--- src/rtl/differential_drive_odometry_assert.svh ---
// Assertion macros shared by the odometry RTL.
// Needs i_clk and i_rst_n in the scope where a macro is used.
`ifndef DIFFERENTIAL_DRIVE_ODOMETRY_ASSERT_SVH
`define DIFFERENTIAL_DRIVE_ODOMETRY_ASSERT_SVH

// Consequent must hold in the same cycle as the antecedent.
`define DDO_ASSERT_SAME(lbl, ante, cons, msg) \
    lbl: assert property (@(posedge i_clk) disable iff (!i_rst_n) (ante) |-> (cons)) \
        else $error(msg);

// Consequent must hold in the cycle after the antecedent.
`define DDO_ASSERT_NEXT(lbl, ante, cons, msg) \
    lbl: assert property (@(posedge i_clk) disable iff (!i_rst_n) (ante) |=> (cons)) \
        else $error(msg);

`endif

--- src/rtl/ddo_pkg.sv ---
// Shared constants, types and tables for the differential-drive odometry block.
// No dependencies; imported by the interfaces and every module.
package ddo_pkg;

    localparam int COUNT_W     = 32;
    localparam int POS_W       = 32;
    localparam int ANGLE_W     = 16;
    localparam int SCALE_W     = 32;
    localparam int CFG_ADDR_W  = 3;
    localparam int CFG_DATA_W  = 32;
    localparam int PROD_W      = 64;
    localparam int DIST_W      = 48;

    localparam int CORDIC_STEPS = 16;
    localparam int TABLE_LEN    = 24;
    localparam int CORDIC_RUN   = (CORDIC_STEPS < TABLE_LEN) ? CORDIC_STEPS : TABLE_LEN;
    localparam int STEP_W       = $clog2(TABLE_LEN);
    localparam logic [31:0] CORDIC_GAIN = 32'd652032874;

    typedef enum logic [CFG_ADDR_W-1:0] {
        REG_LEFT_SCALE   = 3'd0,
        REG_RIGHT_SCALE  = 3'd1,
        REG_HEADING_GAIN = 3'd2,
        REG_INIT_X       = 3'd3,
        REG_INIT_Y       = 3'd4,
        REG_INIT_HEADING = 3'd5
    } t_cfg_reg;

    typedef struct packed {
        logic        en;
        logic [31:0] a;
        logic        a_signed;
        logic [31:0] b;
        logic        b_signed;
    } t_mul_req;

    typedef struct packed {
        logic               start;
        logic [ANGLE_W-1:0] angle;
    } t_rot_req;

    typedef struct packed {
        logic        done;
        logic [31:0] sin_q16;
        logic [31:0] cos_q16;
    } t_rot_rsp;

    // Arctangent of 2^-i, full turn = 2^32.
    function automatic logic [31:0] atan_turn(input logic [STEP_W-1:0] idx);
        logic [31:0] v;
        case (idx)
            5'd0:  v = 32'd536870912;
            5'd1:  v = 32'd316933406;
            5'd2:  v = 32'd167458907;
            5'd3:  v = 32'd85004756;
            5'd4:  v = 32'd42667331;
            5'd5:  v = 32'd21354465;
            5'd6:  v = 32'd10679838;
            5'd7:  v = 32'd5340245;
            5'd8:  v = 32'd2670163;
            5'd9:  v = 32'd1335087;
            5'd10: v = 32'd667544;
            5'd11: v = 32'd333772;
            5'd12: v = 32'd166886;
            5'd13: v = 32'd83443;
            5'd14: v = 32'd41722;
            5'd15: v = 32'd20861;
            5'd16: v = 32'd10430;
            5'd17: v = 32'd5215;
            5'd18: v = 32'd2608;
            5'd19: v = 32'd1304;
            5'd20: v = 32'd652;
            5'd21: v = 32'd326;
            5'd22: v = 32'd163;
            5'd23: v = 32'd81;
            default: v = 32'd0;
        endcase
        return v;
    endfunction

endpackage

--- src/rtl/ddo_mul.sv ---
// Shared 33x33 signed multiplier with a registered 64-bit product.
// Depends on ddo_pkg for the request struct.
module ddo_mul import ddo_pkg::*; (
    input  logic              i_clk,
    input  t_mul_req          i_req,
    output logic [PROD_W-1:0] o_prod
);

    logic signed [32:0] a_ext;
    logic signed [32:0] b_ext;
    logic signed [65:0] prod;
    logic [PROD_W-1:0]  r_prod;

    always_comb begin
        a_ext = $signed({i_req.a_signed & i_req.a[31], i_req.a});
        b_ext = $signed({i_req.b_signed & i_req.b[31], i_req.b});
        prod  = a_ext * b_ext;
    end

    always_ff @(posedge i_clk) begin
        if (i_req.en) begin
            r_prod <= prod[PROD_W-1:0];
        end
    end

    assign o_prod = r_prod;

endmodule

--- config.mk ---
export PLATFORM = sky130hd
export DESIGN_NAME = ddo_mul
export DESIGN_NICKNAME = d
export VERILOG_FILES = /design/src/rtl/differential_drive_odometry_assert.svh /design/src/rtl/ddo_pkg.sv /design/src/rtl/ddo_mul.sv
export SDC_FILE = /design/constraint.sdc
export NUM_CORES = 2
export LEC_CHECK = 0
export ABC_CLOCK_PERIOD_IN_PS = 16050
export BUFFER_PORTS_ARGS = -buffer_cell sky130_fd_sc_hd__buf_4
export CORE_MARGIN = 4
export CORE_UTILIZATION = 45
export CTS_CLUSTER_DIAMETER = 80
export DETAILED_ROUTE_END_ITERATION = 8
export GPL_TIMING_DRIVEN = 0
export PLACE_DENSITY = 0.63
export SLEW_MARGIN = 20
export SYNTH_ARGS = -nofsm -noshare
export SYNTH_HDL_FRONTEND = slang
export SYNTH_SLANG_ARGS = --single-unit
export TNS_END_PERCENT = 20
--- constraint.sdc ---
create_clock -name i_clk -period 16.05 [get_ports i_clk]
set_input_delay 3.21 -clock i_clk [delete_from_list [all_inputs] [get_ports i_clk]]
set_output_delay 3.21 -clock i_clk [all_outputs]
set_load 0.05 [all_outputs]
==> impl_metrics.py <==
metrics = {
    "synthesis": {
        "synth_area_leader_cell": "fa_1",
        "ys_warn_count": 0,
        "syn_nets": 5592,
        "synth_common_cells": "fa_1 (1,125), inv_1 (1,097), nand2_1 (710)",
        "synth_area_mm2": 0.0396,
        "async_flop_share_pct": 0,
        "synthCells": 4187,
        "syn_avg_cell_area_um2": 9.46,
        "synth_cell_types": 55,
        "synth-seq-area-share_pct": 4.85,
        "synthFlopType": "edfxtp_1",
        "yosysMostFrequentCell": "fa_1",
        "ys_seq_elements": 64,
        "synth_top_cell_area_share_pct": 56.9,
        "ys_top_cells_by_area": "fa_1 (57%), inv_1 (10%), nand2_1 (6.7%)",
        "synth_edf_count": 64,
    },
    "clocking": {
        "cts.repair.resized": 0,
        "cts_hold_buf": 0,
        "numCtsBuffers": 9,
        "cts_tree": "done",
        "post_cts_buffers": 0,
        "cts_buffer_depth": 2,
        "clkTransAtPathRegs_ns": 0.06,
        "root_buffer": "clkbuf_16",
        "clkSinkCount": 64,
        "cts-htree-levels": 3,
    },
    "die": {
        "pin_count": 132,
        "rows": 108,
        "die_w_um": 305,
        "die_h_um": 305,
        "start_util_pct": 45.5,
        "core-area_mm2": 0.0870,
        "dieArea_mm2": 0.0928,
    },
    "place": {
        "dp_slack_ns": 2.49,
        "io_buffers": 129,
        "dp_hpwl_um": 119000,
        "gp_congestion": 1.01,
    },
    "drt": {
        "routed_via_density": 5.40,
        "ant_nets": 0,
        "routed_wl_um": 139000,
        "first_iter_violations": 2344,
        "drc": 0,
        "firstDrtPassIters": 7,
        "vias": 29685,
        "wire_per_inst_um": 25.3,
    },
    "setup_path": {
        "worstPathMaxFanout": 11,
        "crit_slowest_cell": "fa_1",
        "cp.required_ns": 16.24,
        "end_kind": "register",
        "critPathKind": "in2reg",
        "cp_slowest_stage_delay_ns": 0.70,
        "cp_data_arrival_time_ns": 13.50,
        "cp-start-kind": "input pin",
        "cp_common_cell": "fa_1",
    },
    "timing": {
        "slew_violations": 0,
        "setup_tns_ns": 0,
        "setup_viol": 0,
        "relSlewSlack_pct": 18.5,
        "clock.fmax_mhz": 75.2,
        "worst_slew_pin_slew_ns": 1.22,
        "hold_viol": 0,
        "hold_slack_ns": 3.20,
        "period_needed_ns": 13.30,
        "final.setup.worst_slack_ns": 2.75,
        "post-route-period-util_pct": 82.9,
        "grt_setup_unrepaired": "no",
    },
    "worst_hold_path": {
        "whs_path_depth": 2,
        "min_path_type": "in2reg",
        "worstHoldEndpoint": "o_prod[0]$_DFFE_PP_",
        "worstHoldStart": "i_req[1]",
    },
    "grt": {
        "grt_overflow": 0,
        "grt_start_max_net_pins": 65,
        "grt_pass1_vias": 32159,
        "grt_pass1_wl_um": 207000,
        "grtUsageTotal_pct": 30.7,
        "antenna_found_initial": 12,
    },
    "finish": {
        "drive_above_1_share_pct": 4.06,
        "nets": 5733,
        "syn2layout_area_growth_pct": 6.93,
        "largest_reg_flops": 64,
    },
    "status": {
        "status": "finished clean",
    },
    "job": {
        "cap_violations": 0,
    },
}
[worst max path at each step]
stage	cells after the start	startpoint	end	slack, ns
after floorplan	31	i_req[33]	o_prod[62]$_DFFE_PP_	4.81
after global placement	27	i_req[4]	o_prod[60]$_DFFE_PP_	2.56
after detailed placement	31	i_req[33]	o_prod[60]$_DFFE_PP_	2.49
after CTS	32	i_req[33]	o_prod[62]$_DFFE_PP_	2.87
after global routing	31	i_req[33]	o_prod[60]$_DFFE_PP_	2.39
final	31	i_req[33]	o_prod[60]$_DFFE_PP_	2.75
[final cells by class]
type / instances / area (um^2)
sequential: 64 / 1920
clock inverter: 6 / 60.1
multi-input combinational: 2807 / 32700
fill: 8509 / 44700
clock buffer: 10 / 229
buffer: 219 / 837
antenna: 5 / 12.5
inverter: 1097 / 4120
tap: 1155 / 1450
timing repair buffer: 130 / 996
[routing by layer]
layer | track usage, % | routed length [um]
met1 | 38.9 | 50800
met2 | 49.1 | 64500
met3 | 5.61 | 12200
met4 | 19.1 | 11300
met5 | 0 | 0
[cells by family after synthesis]
group | synth area share (%)
buffers and inverters | 12.5
xor gates and xnor gates | 1.72
DFF | 4.85
adders and majority gates | 63.6
and+or+nand+nor | 14.2
AOI/OAI and AO/OA | 3.14
[through the flow]
step           instance area [um^2]  utilization [%]  cells
2_1_floorplan                 39600                -   4187
3_3_place_gp                  42000             48.3   5471
3_5_place_dp                  42100             48.3   5472
4_1_cts                       42300             48.7   5488
5_1_grt                       42300             48.7   5488
6_report                      42400             48.7   5493
[critical path, delay by kind of cell]
family	cells	cell delay, ns
AND/OR/NAND/NOR	6	1.70
buffers and inverters	11	2.71
adder cells (fa/ha/maj)	9	4.55
XOR/XNOR	1	0.25
AO/OA/AOI/OAI	4	1.03
[cells in the final DEF (no fill, tap or decap), types with 28 or more instances in the layout]
| master | netlist | routed |
|---|---|---|
| clkbuf_1 | 208 | 208 |
| and2_1 | 358 | 358 |
| fa_1 | 1125 | 1124 |
| edfxtp_1 | 64 | 64 |
| a21o_1 | 34 | 34 |
| o21ai_0 | 28 | 28 |
| nor2_1 | 49 | 49 |
| ha_1 | 212 | 212 |
| nand2_1 | 710 | 710 |
| a21oi_1 | 59 | 59 |
| inv_1 | 1097 | 1097 |
| xnor2_1 | 59 | 59 |
| buf_4 | 1 | 130 |
Power is not shown: default switching activity piles up to over one toggle a cycle in this logic, so the estimate is an artifact.
