--- config.mk ---
export PLATFORM = sky130hd
export DESIGN_NAME = ddo_cordic
export DESIGN_NICKNAME = d
export VERILOG_FILES = /design/src/rtl/differential_drive_odometry_assert.svh /design/src/rtl/ddo_pkg.sv /design/src/rtl/ddo_cordic.sv
export SDC_FILE = /design/constraint.sdc
export NUM_CORES = 1
export LEC_CHECK = 0
export BUFFER_PORTS_ARGS = -buffer_cell sky130_fd_sc_hd__buf_4
export CAP_MARGIN = 20
export CELL_PAD_IN_SITES_DETAIL_PLACEMENT = 0
export CELL_PAD_IN_SITES_GLOBAL_PLACEMENT = 1
export CORE_ASPECT_RATIO = 1.5
export CORE_MARGIN = 4
export CORE_UTILIZATION = 53
export CTS_CLUSTER_DIAMETER = 60
export DETAILED_ROUTE_END_ITERATION = 8
export PLACE_DENSITY = 0.9
export SYNTH_ARGS = -nofsm -noshare
export SYNTH_HDL_FRONTEND = slang
export SYNTH_SLANG_ARGS = --single-unit
export TNS_END_PERCENT = 100
--- constraint.sdc ---
create_clock -name i_clk -period 14.7 [get_ports i_clk]
set_input_delay 2.94 -clock i_clk [delete_from_list [all_inputs] [get_ports i_clk]]
set_output_delay 2.94 -clock i_clk [all_outputs]
set_load 0.05 [all_outputs]
--- src/rtl/differential_drive_odometry_assert.svh ---
// Assertion macros shared by the odometry RTL.
// Needs i_clk and i_rst_n in the scope where a macro is used.
`ifndef DIFFERENTIAL_DRIVE_ODOMETRY_ASSERT_SVH
`define DIFFERENTIAL_DRIVE_ODOMETRY_ASSERT_SVH

// Consequent must hold in the same cycle as the antecedent.
`define DDO_ASSERT_SAME(lbl, ante, cons, msg) \
    lbl: assert property (@(posedge i_clk) disable iff (!i_rst_n) (ante) |-> (cons)) \
        else $error(msg);

// Consequent must hold in the cycle after the antecedent.
`define DDO_ASSERT_NEXT(lbl, ante, cons, msg) \
    lbl: assert property (@(posedge i_clk) disable iff (!i_rst_n) (ante) |=> (cons)) \
        else $error(msg);

`endif

--- src/rtl/ddo_pkg.sv ---
// Shared constants, types and tables for the differential-drive odometry block.
// No dependencies; imported by the interfaces and every module.
package ddo_pkg;

    localparam int COUNT_W     = 32;
    localparam int POS_W       = 32;
    localparam int ANGLE_W     = 16;
    localparam int SCALE_W     = 32;
    localparam int CFG_ADDR_W  = 3;
    localparam int CFG_DATA_W  = 32;
    localparam int PROD_W      = 64;
    localparam int DIST_W      = 48;

    localparam int CORDIC_STEPS = 16;
    localparam int TABLE_LEN    = 24;
    localparam int CORDIC_RUN   = (CORDIC_STEPS < TABLE_LEN) ? CORDIC_STEPS : TABLE_LEN;
    localparam int STEP_W       = $clog2(TABLE_LEN);
    localparam logic [31:0] CORDIC_GAIN = 32'd652032874;

    typedef enum logic [CFG_ADDR_W-1:0] {
        REG_LEFT_SCALE   = 3'd0,
        REG_RIGHT_SCALE  = 3'd1,
        REG_HEADING_GAIN = 3'd2,
        REG_INIT_X       = 3'd3,
        REG_INIT_Y       = 3'd4,
        REG_INIT_HEADING = 3'd5
    } t_cfg_reg;

    typedef struct packed {
        logic        en;
        logic [31:0] a;
        logic        a_signed;
        logic [31:0] b;
        logic        b_signed;
    } t_mul_req;

    typedef struct packed {
        logic               start;
        logic [ANGLE_W-1:0] angle;
    } t_rot_req;

    typedef struct packed {
        logic        done;
        logic [31:0] sin_q16;
        logic [31:0] cos_q16;
    } t_rot_rsp;

    // Arctangent of 2^-i, full turn = 2^32.
    function automatic logic [31:0] atan_turn(input logic [STEP_W-1:0] idx);
        logic [31:0] v;
        case (idx)
            5'd0:  v = 32'd536870912;
            5'd1:  v = 32'd316933406;
            5'd2:  v = 32'd167458907;
            5'd3:  v = 32'd85004756;
            5'd4:  v = 32'd42667331;
            5'd5:  v = 32'd21354465;
            5'd6:  v = 32'd10679838;
            5'd7:  v = 32'd5340245;
            5'd8:  v = 32'd2670163;
            5'd9:  v = 32'd1335087;
            5'd10: v = 32'd667544;
            5'd11: v = 32'd333772;
            5'd12: v = 32'd166886;
            5'd13: v = 32'd83443;
            5'd14: v = 32'd41722;
            5'd15: v = 32'd20861;
            5'd16: v = 32'd10430;
            5'd17: v = 32'd5215;
            5'd18: v = 32'd2608;
            5'd19: v = 32'd1304;
            5'd20: v = 32'd652;
            5'd21: v = 32'd326;
            5'd22: v = 32'd163;
            5'd23: v = 32'd81;
            default: v = 32'd0;
        endcase
        return v;
    endfunction

endpackage

--- src/rtl/ddo_cordic.sv ---
// Iterative CORDIC: sine and cosine of a 16-bit binary angle, one rotation per cycle.
// Depends on ddo_pkg for the arctangent table, gain and step count.
module ddo_cordic import ddo_pkg::*; (
    input  logic     i_clk,
    input  logic     i_rst_n,
    input  t_rot_req i_req,
    output t_rot_rsp o_rsp
);

    typedef enum logic [1:0] {C_IDLE, C_ROT, C_FOLD} t_state;

    t_state            r_state, n_state;
    logic [31:0]       r_x, n_x;
    logic [31:0]       r_y, n_y;
    logic [31:0]       r_z, n_z;
    logic [1:0]        r_q, n_q;
    logic [STEP_W-1:0] r_i, n_i;
    logic              r_done, n_done;
    logic [31:0]       r_sin, n_sin;
    logic [31:0]       r_cos, n_cos;

    logic [ANGLE_W-1:0] qsum;
    logic [1:0]         q0;
    logic [ANGLE_W-1:0] z0;
    logic [31:0]        xs, ys, atan_i;
    logic [31:0]        c_pre, s_pre, c_rnd, s_rnd;

    always_comb begin
        qsum   = i_req.angle + 16'h2000;
        q0     = qsum[15:14];
        z0     = i_req.angle - {q0, 14'b0};
        xs     = 32'($signed(r_x) >>> r_i);
        ys     = 32'($signed(r_y) >>> r_i);
        atan_i = atan_turn(r_i);

        // Undo the quadrant fold.
        case (r_q)
            2'd0:    begin c_pre = r_x;         s_pre = r_y;         end
            2'd1:    begin c_pre = 32'd0 - r_y; s_pre = r_x;         end
            2'd2:    begin c_pre = 32'd0 - r_x; s_pre = 32'd0 - r_y; end
            default: begin c_pre = r_y;         s_pre = 32'd0 - r_x; end
        endcase
        // Round Q2.30 to Q16.
        c_rnd = 32'($signed(c_pre + 32'd8192) >>> 14);
        s_rnd = 32'($signed(s_pre + 32'd8192) >>> 14);

        n_state = r_state;
        n_x     = r_x;
        n_y     = r_y;
        n_z     = r_z;
        n_q     = r_q;
        n_i     = r_i;
        n_done  = 1'b0;
        n_sin   = r_sin;
        n_cos   = r_cos;

        case (r_state)
            C_IDLE: begin
                if (i_req.start) begin
                    n_x     = CORDIC_GAIN;
                    n_y     = 32'd0;
                    n_z     = {z0, 16'h0};
                    n_q     = q0;
                    n_i     = '0;
                    n_state = C_ROT;
                end
            end
            C_ROT: begin
                if (!r_z[31]) begin
                    n_x = r_x - ys;
                    n_y = r_y + xs;
                    n_z = r_z - atan_i;
                end else begin
                    n_x = r_x + ys;
                    n_y = r_y - xs;
                    n_z = r_z + atan_i;
                end
                n_i = r_i + 1'b1;
                if (r_i == STEP_W'(CORDIC_RUN - 1)) begin
                    n_state = C_FOLD;
                end
            end
            C_FOLD: begin
                n_sin   = s_rnd;
                n_cos   = c_rnd;
                n_done  = 1'b1;
                n_state = C_IDLE;
            end
            default: n_state = C_IDLE;
        endcase
    end

    always_ff @(posedge i_clk) begin
        if (!i_rst_n) begin
            r_state <= C_IDLE;
            r_done  <= 1'b0;
        end else begin
            r_state <= n_state;
            r_done  <= n_done;
        end
        r_x   <= n_x;
        r_y   <= n_y;
        r_z   <= n_z;
        r_q   <= n_q;
        r_i   <= n_i;
        r_sin <= n_sin;
        r_cos <= n_cos;
    end

    assign o_rsp.done    = r_done;
    assign o_rsp.sin_q16 = r_sin;
    assign o_rsp.cos_q16 = r_cos;

endmodule

==> results.json <==
{
  "place.gp.congestion": 1.07,
  "vias": 18400,
  "path_buf_inv": 2,
  "async_flop_share": 0,
  "p_comb_frac": 0.698,
  "synth_area_mm2": 0.0197,
  "grt_pass1_wl_um": 100000,
  "slew_violations": 0,
  "first_global_vias": 18100,
  "worst-endpoint-required_ns": 14.89,
  "fin_crit_sh": 0.502,
  "fmax_mhz": 136,
  "dp.cells": 2747,
  "synthCells": 2319,
  "clkTransAtPathRegs_ns": 0.07,
  "clock_skew_ns": 0.0189,
  "drive_gt1_frac": 0.125,
  "final_area_mm2": 0.0209,
  "p_total_mw": 4.79,
  "tritoncts": "built",
  "layout_min_cycle_time_ns": 7.37,
  "status": "complete, no violations",
  "finish.utilization": 0.570,
  "fin_hold_ws_ns": 0.606,
  "drc_errors": 0,
  "numPortBuffers": 83,
  "synthMuxAreaShare": 0.123,
  "track_usage": 0.318,
  "synth_simple_gate_area_frac": 0.178,
  "synth_seq_cells": 172,
  "p_int_mw": 2.34,
  "synthAdderAreaFrac": 0.0768,
  "synth-seq-area-share": 0.246,
  "drt_wl_total_um": 65700,
  "antenna_found_initial": 1,
  "synthToLayoutAreaGrowth_pct": 6.15,
  "numCtsBuffers": 17,
  "fp-row-count": 86,
  "switchingPower_mw": 2.45,
  "ir_drop_v": 0.000109,
  "dieArea_mm2": 0.0404,
  "die_h_um": 244,
  "regArea_mm2": 0.00483,
  "fp.dieW_um": 165,
  "multi_input_area_mm2": 0.0138,
  "cpPeakStageDelay_ns": 0.85,
  "setup_viol": 0,
  "synth_compound_area_frac": 0.209,
  "crit_arrival_ns": 7.56,
  "worst_pin_slew_ns": 1.14,
  "cp_cell_sequence": "buf_4 > buf_4 > mux2_2 > o211ai_1 > a21oi_1 > a2111oi_2 > ha_1 > nand3_1 > nor4b_4 > nor2_1 > xor2_1 > ha_1 > a21o_1 > and2_1 > a311o_1 > a2111oi_0 > o31a_1 > a2bb2oi_1 > nand2b_1 > a21oi_1 > xor2_1 > nor2_1",
  "synth_top_area_cell": "edfxtp_1",
  "clockRootBuffer": "clkbuf_16",
  "fill_cells": 3348,
  "ys_types": 89,
  "cap_violations": 0,
  "dr.pass1.iters": 7,
  "place_hpwl_um": 49300,
  "ios": 84,
  "start_util": 0.537,
  "slowest_stage": "a2111oi_0",
  "switching_share": 0.512,
  "synth_nets": 2457,
  "finalWorstSetupSlack_ns": 7.33,
  "relSlewSlack": 0.237,
  "cp_top_family": "compound AO/OA/AOI/OAI gates",
  "rsz0062_at_grt": "no",
  "core_mm2": 0.0367,
  "synth_top_cells_by_area": "edfxtp_1, ha_1, mux4_2",
  "drtIter0Drc": 1778,
  "clockBufferDepth": 2,
  "grt_start_max_net_pins": 81,
  "placed_area_mm2": 0.0203,
  "path_max_fanout": 49,
  "synth.top_cell.area_share": 0.212,
  "drt-vias-per-instance": 6.62,
  "synthTopCellsByCount": "nor2_1, nand2_1, a21oi_1, edfxtp_1, o21ai_0",
  "final_cell_count_no_fill": 2780,
  "clk_latency_ns": 0.47,
  "dp_slack_ns": 7.45,
  "sequentialPowerShare": 0.208,
  "h-tree-depth": 4,
  "hp-class": "reg -> reg",
  "nets": 2421,
  "yosys_warnings": 0,
  "cts_hold_buf": 0,
  "antenna_left": 0,
  "setup_tns_ns": 0,
  "grt-ovfl-total": 0,
  "p_clk_frac": 0.094,
  "endpoint_kind": "register",
  "p_per_area_mw_per_mm2": 229,
  "cts-resized-gates": 0,
  "cts_setup_buffers": 0,
  "num_antenna_cells": 0,
  "path_class": "reg -> reg",
  "timing.final.hold_violations": 0,
  "dominantRegCellSynth": "edfxtp_1",
  "synth_most_common_cell": "nor2_1",
  "synth-xor-area-share": 0.113,
  "p_leak_nw": 8.21,
  "wl_per_cell_um": 23.6,
  "synth_edf_count": 139,
  "cts_sinks": 172,
  "worst_setup_path_start_kind": "register",
  "synth_top_family_by_area": "compound AO/OA/AOI/OAI gates",
  "avgSynthCellArea_um2": 8.49
}
-- power by group through the flow --
stage                     Sequential (mW)  Combinational [mW]  Clock, mW
after floorplan                     0.812                2.63          0
final                               0.995                3.35      0.451
after global placement              0.986                3.21          0
after detailed placement            0.991                3.26          0
after global routing                0.999                3.68      0.477
after CTS                           0.982                3.28      0.459
-- registers in the layout, summed over array words and instances, names as in the netlist --
signal / flops
r_q: 2
r_done: 1
r_y: 32
r_i: 5
atan_i: 30
r_sin: 18
r_state: 2
r_x: 32
r_z: 32
r_cos: 18
-- path summary, 6_finish.rpt --
check / cells past startpoint / from / slack [ns] / endpoint
min reg2reg: 1 / r_i[0] / 0.61 / r_i[0]
min: 1 / r_i[0] / 0.61 / r_i[0]
max: 22 / r_i[0] / 7.33 / r_y[28]
max reg2reg: 22 / r_i[0] / 7.33 / r_y[28]
-- layout by cell type (no fill, tap or decap), drive strengths merged, types with 35 or more instances in the layout --
cell    instances
nor2          253
nand2         186
a21oi         181
edfxtp        139
o21ai         139
xor2          127
xnor2         126
buf           120
ha            116
mux2i          77
inv            60
mux4           51
nand3          49
nor3           48
mux2           45
a21o           37
a31oi          35
-- cell families after synthesis --
family          Yosys count
mux                     173
flops                   172
buf+inv                 226
simple gates            736
fa+ha+maj               119
compound gates          640
xor+xnor                253
-- metal layers --
layer  track usage  up-vias  routed length (um)
met3        0.0556      277                4520
met5             0        -                  13
li1              -     8520                   -
met2         0.563      901               32900
met1         0.342     8712               23200
met4         0.209        2                5130
-- area by class of cell --
class / count / share of cell area
multi-input cells: 1921 / 0.661
flip-flops and latches: 172 / 0.231
repair buffers: 121 / 0.0437
well taps: 484 / 0.0290
clock buffers: 17 / 0.0204
inverters: 50 / 0.00910
clock inverters: 15 / 0.00605
Note: power is estimated with default switching activity, not from simulation.
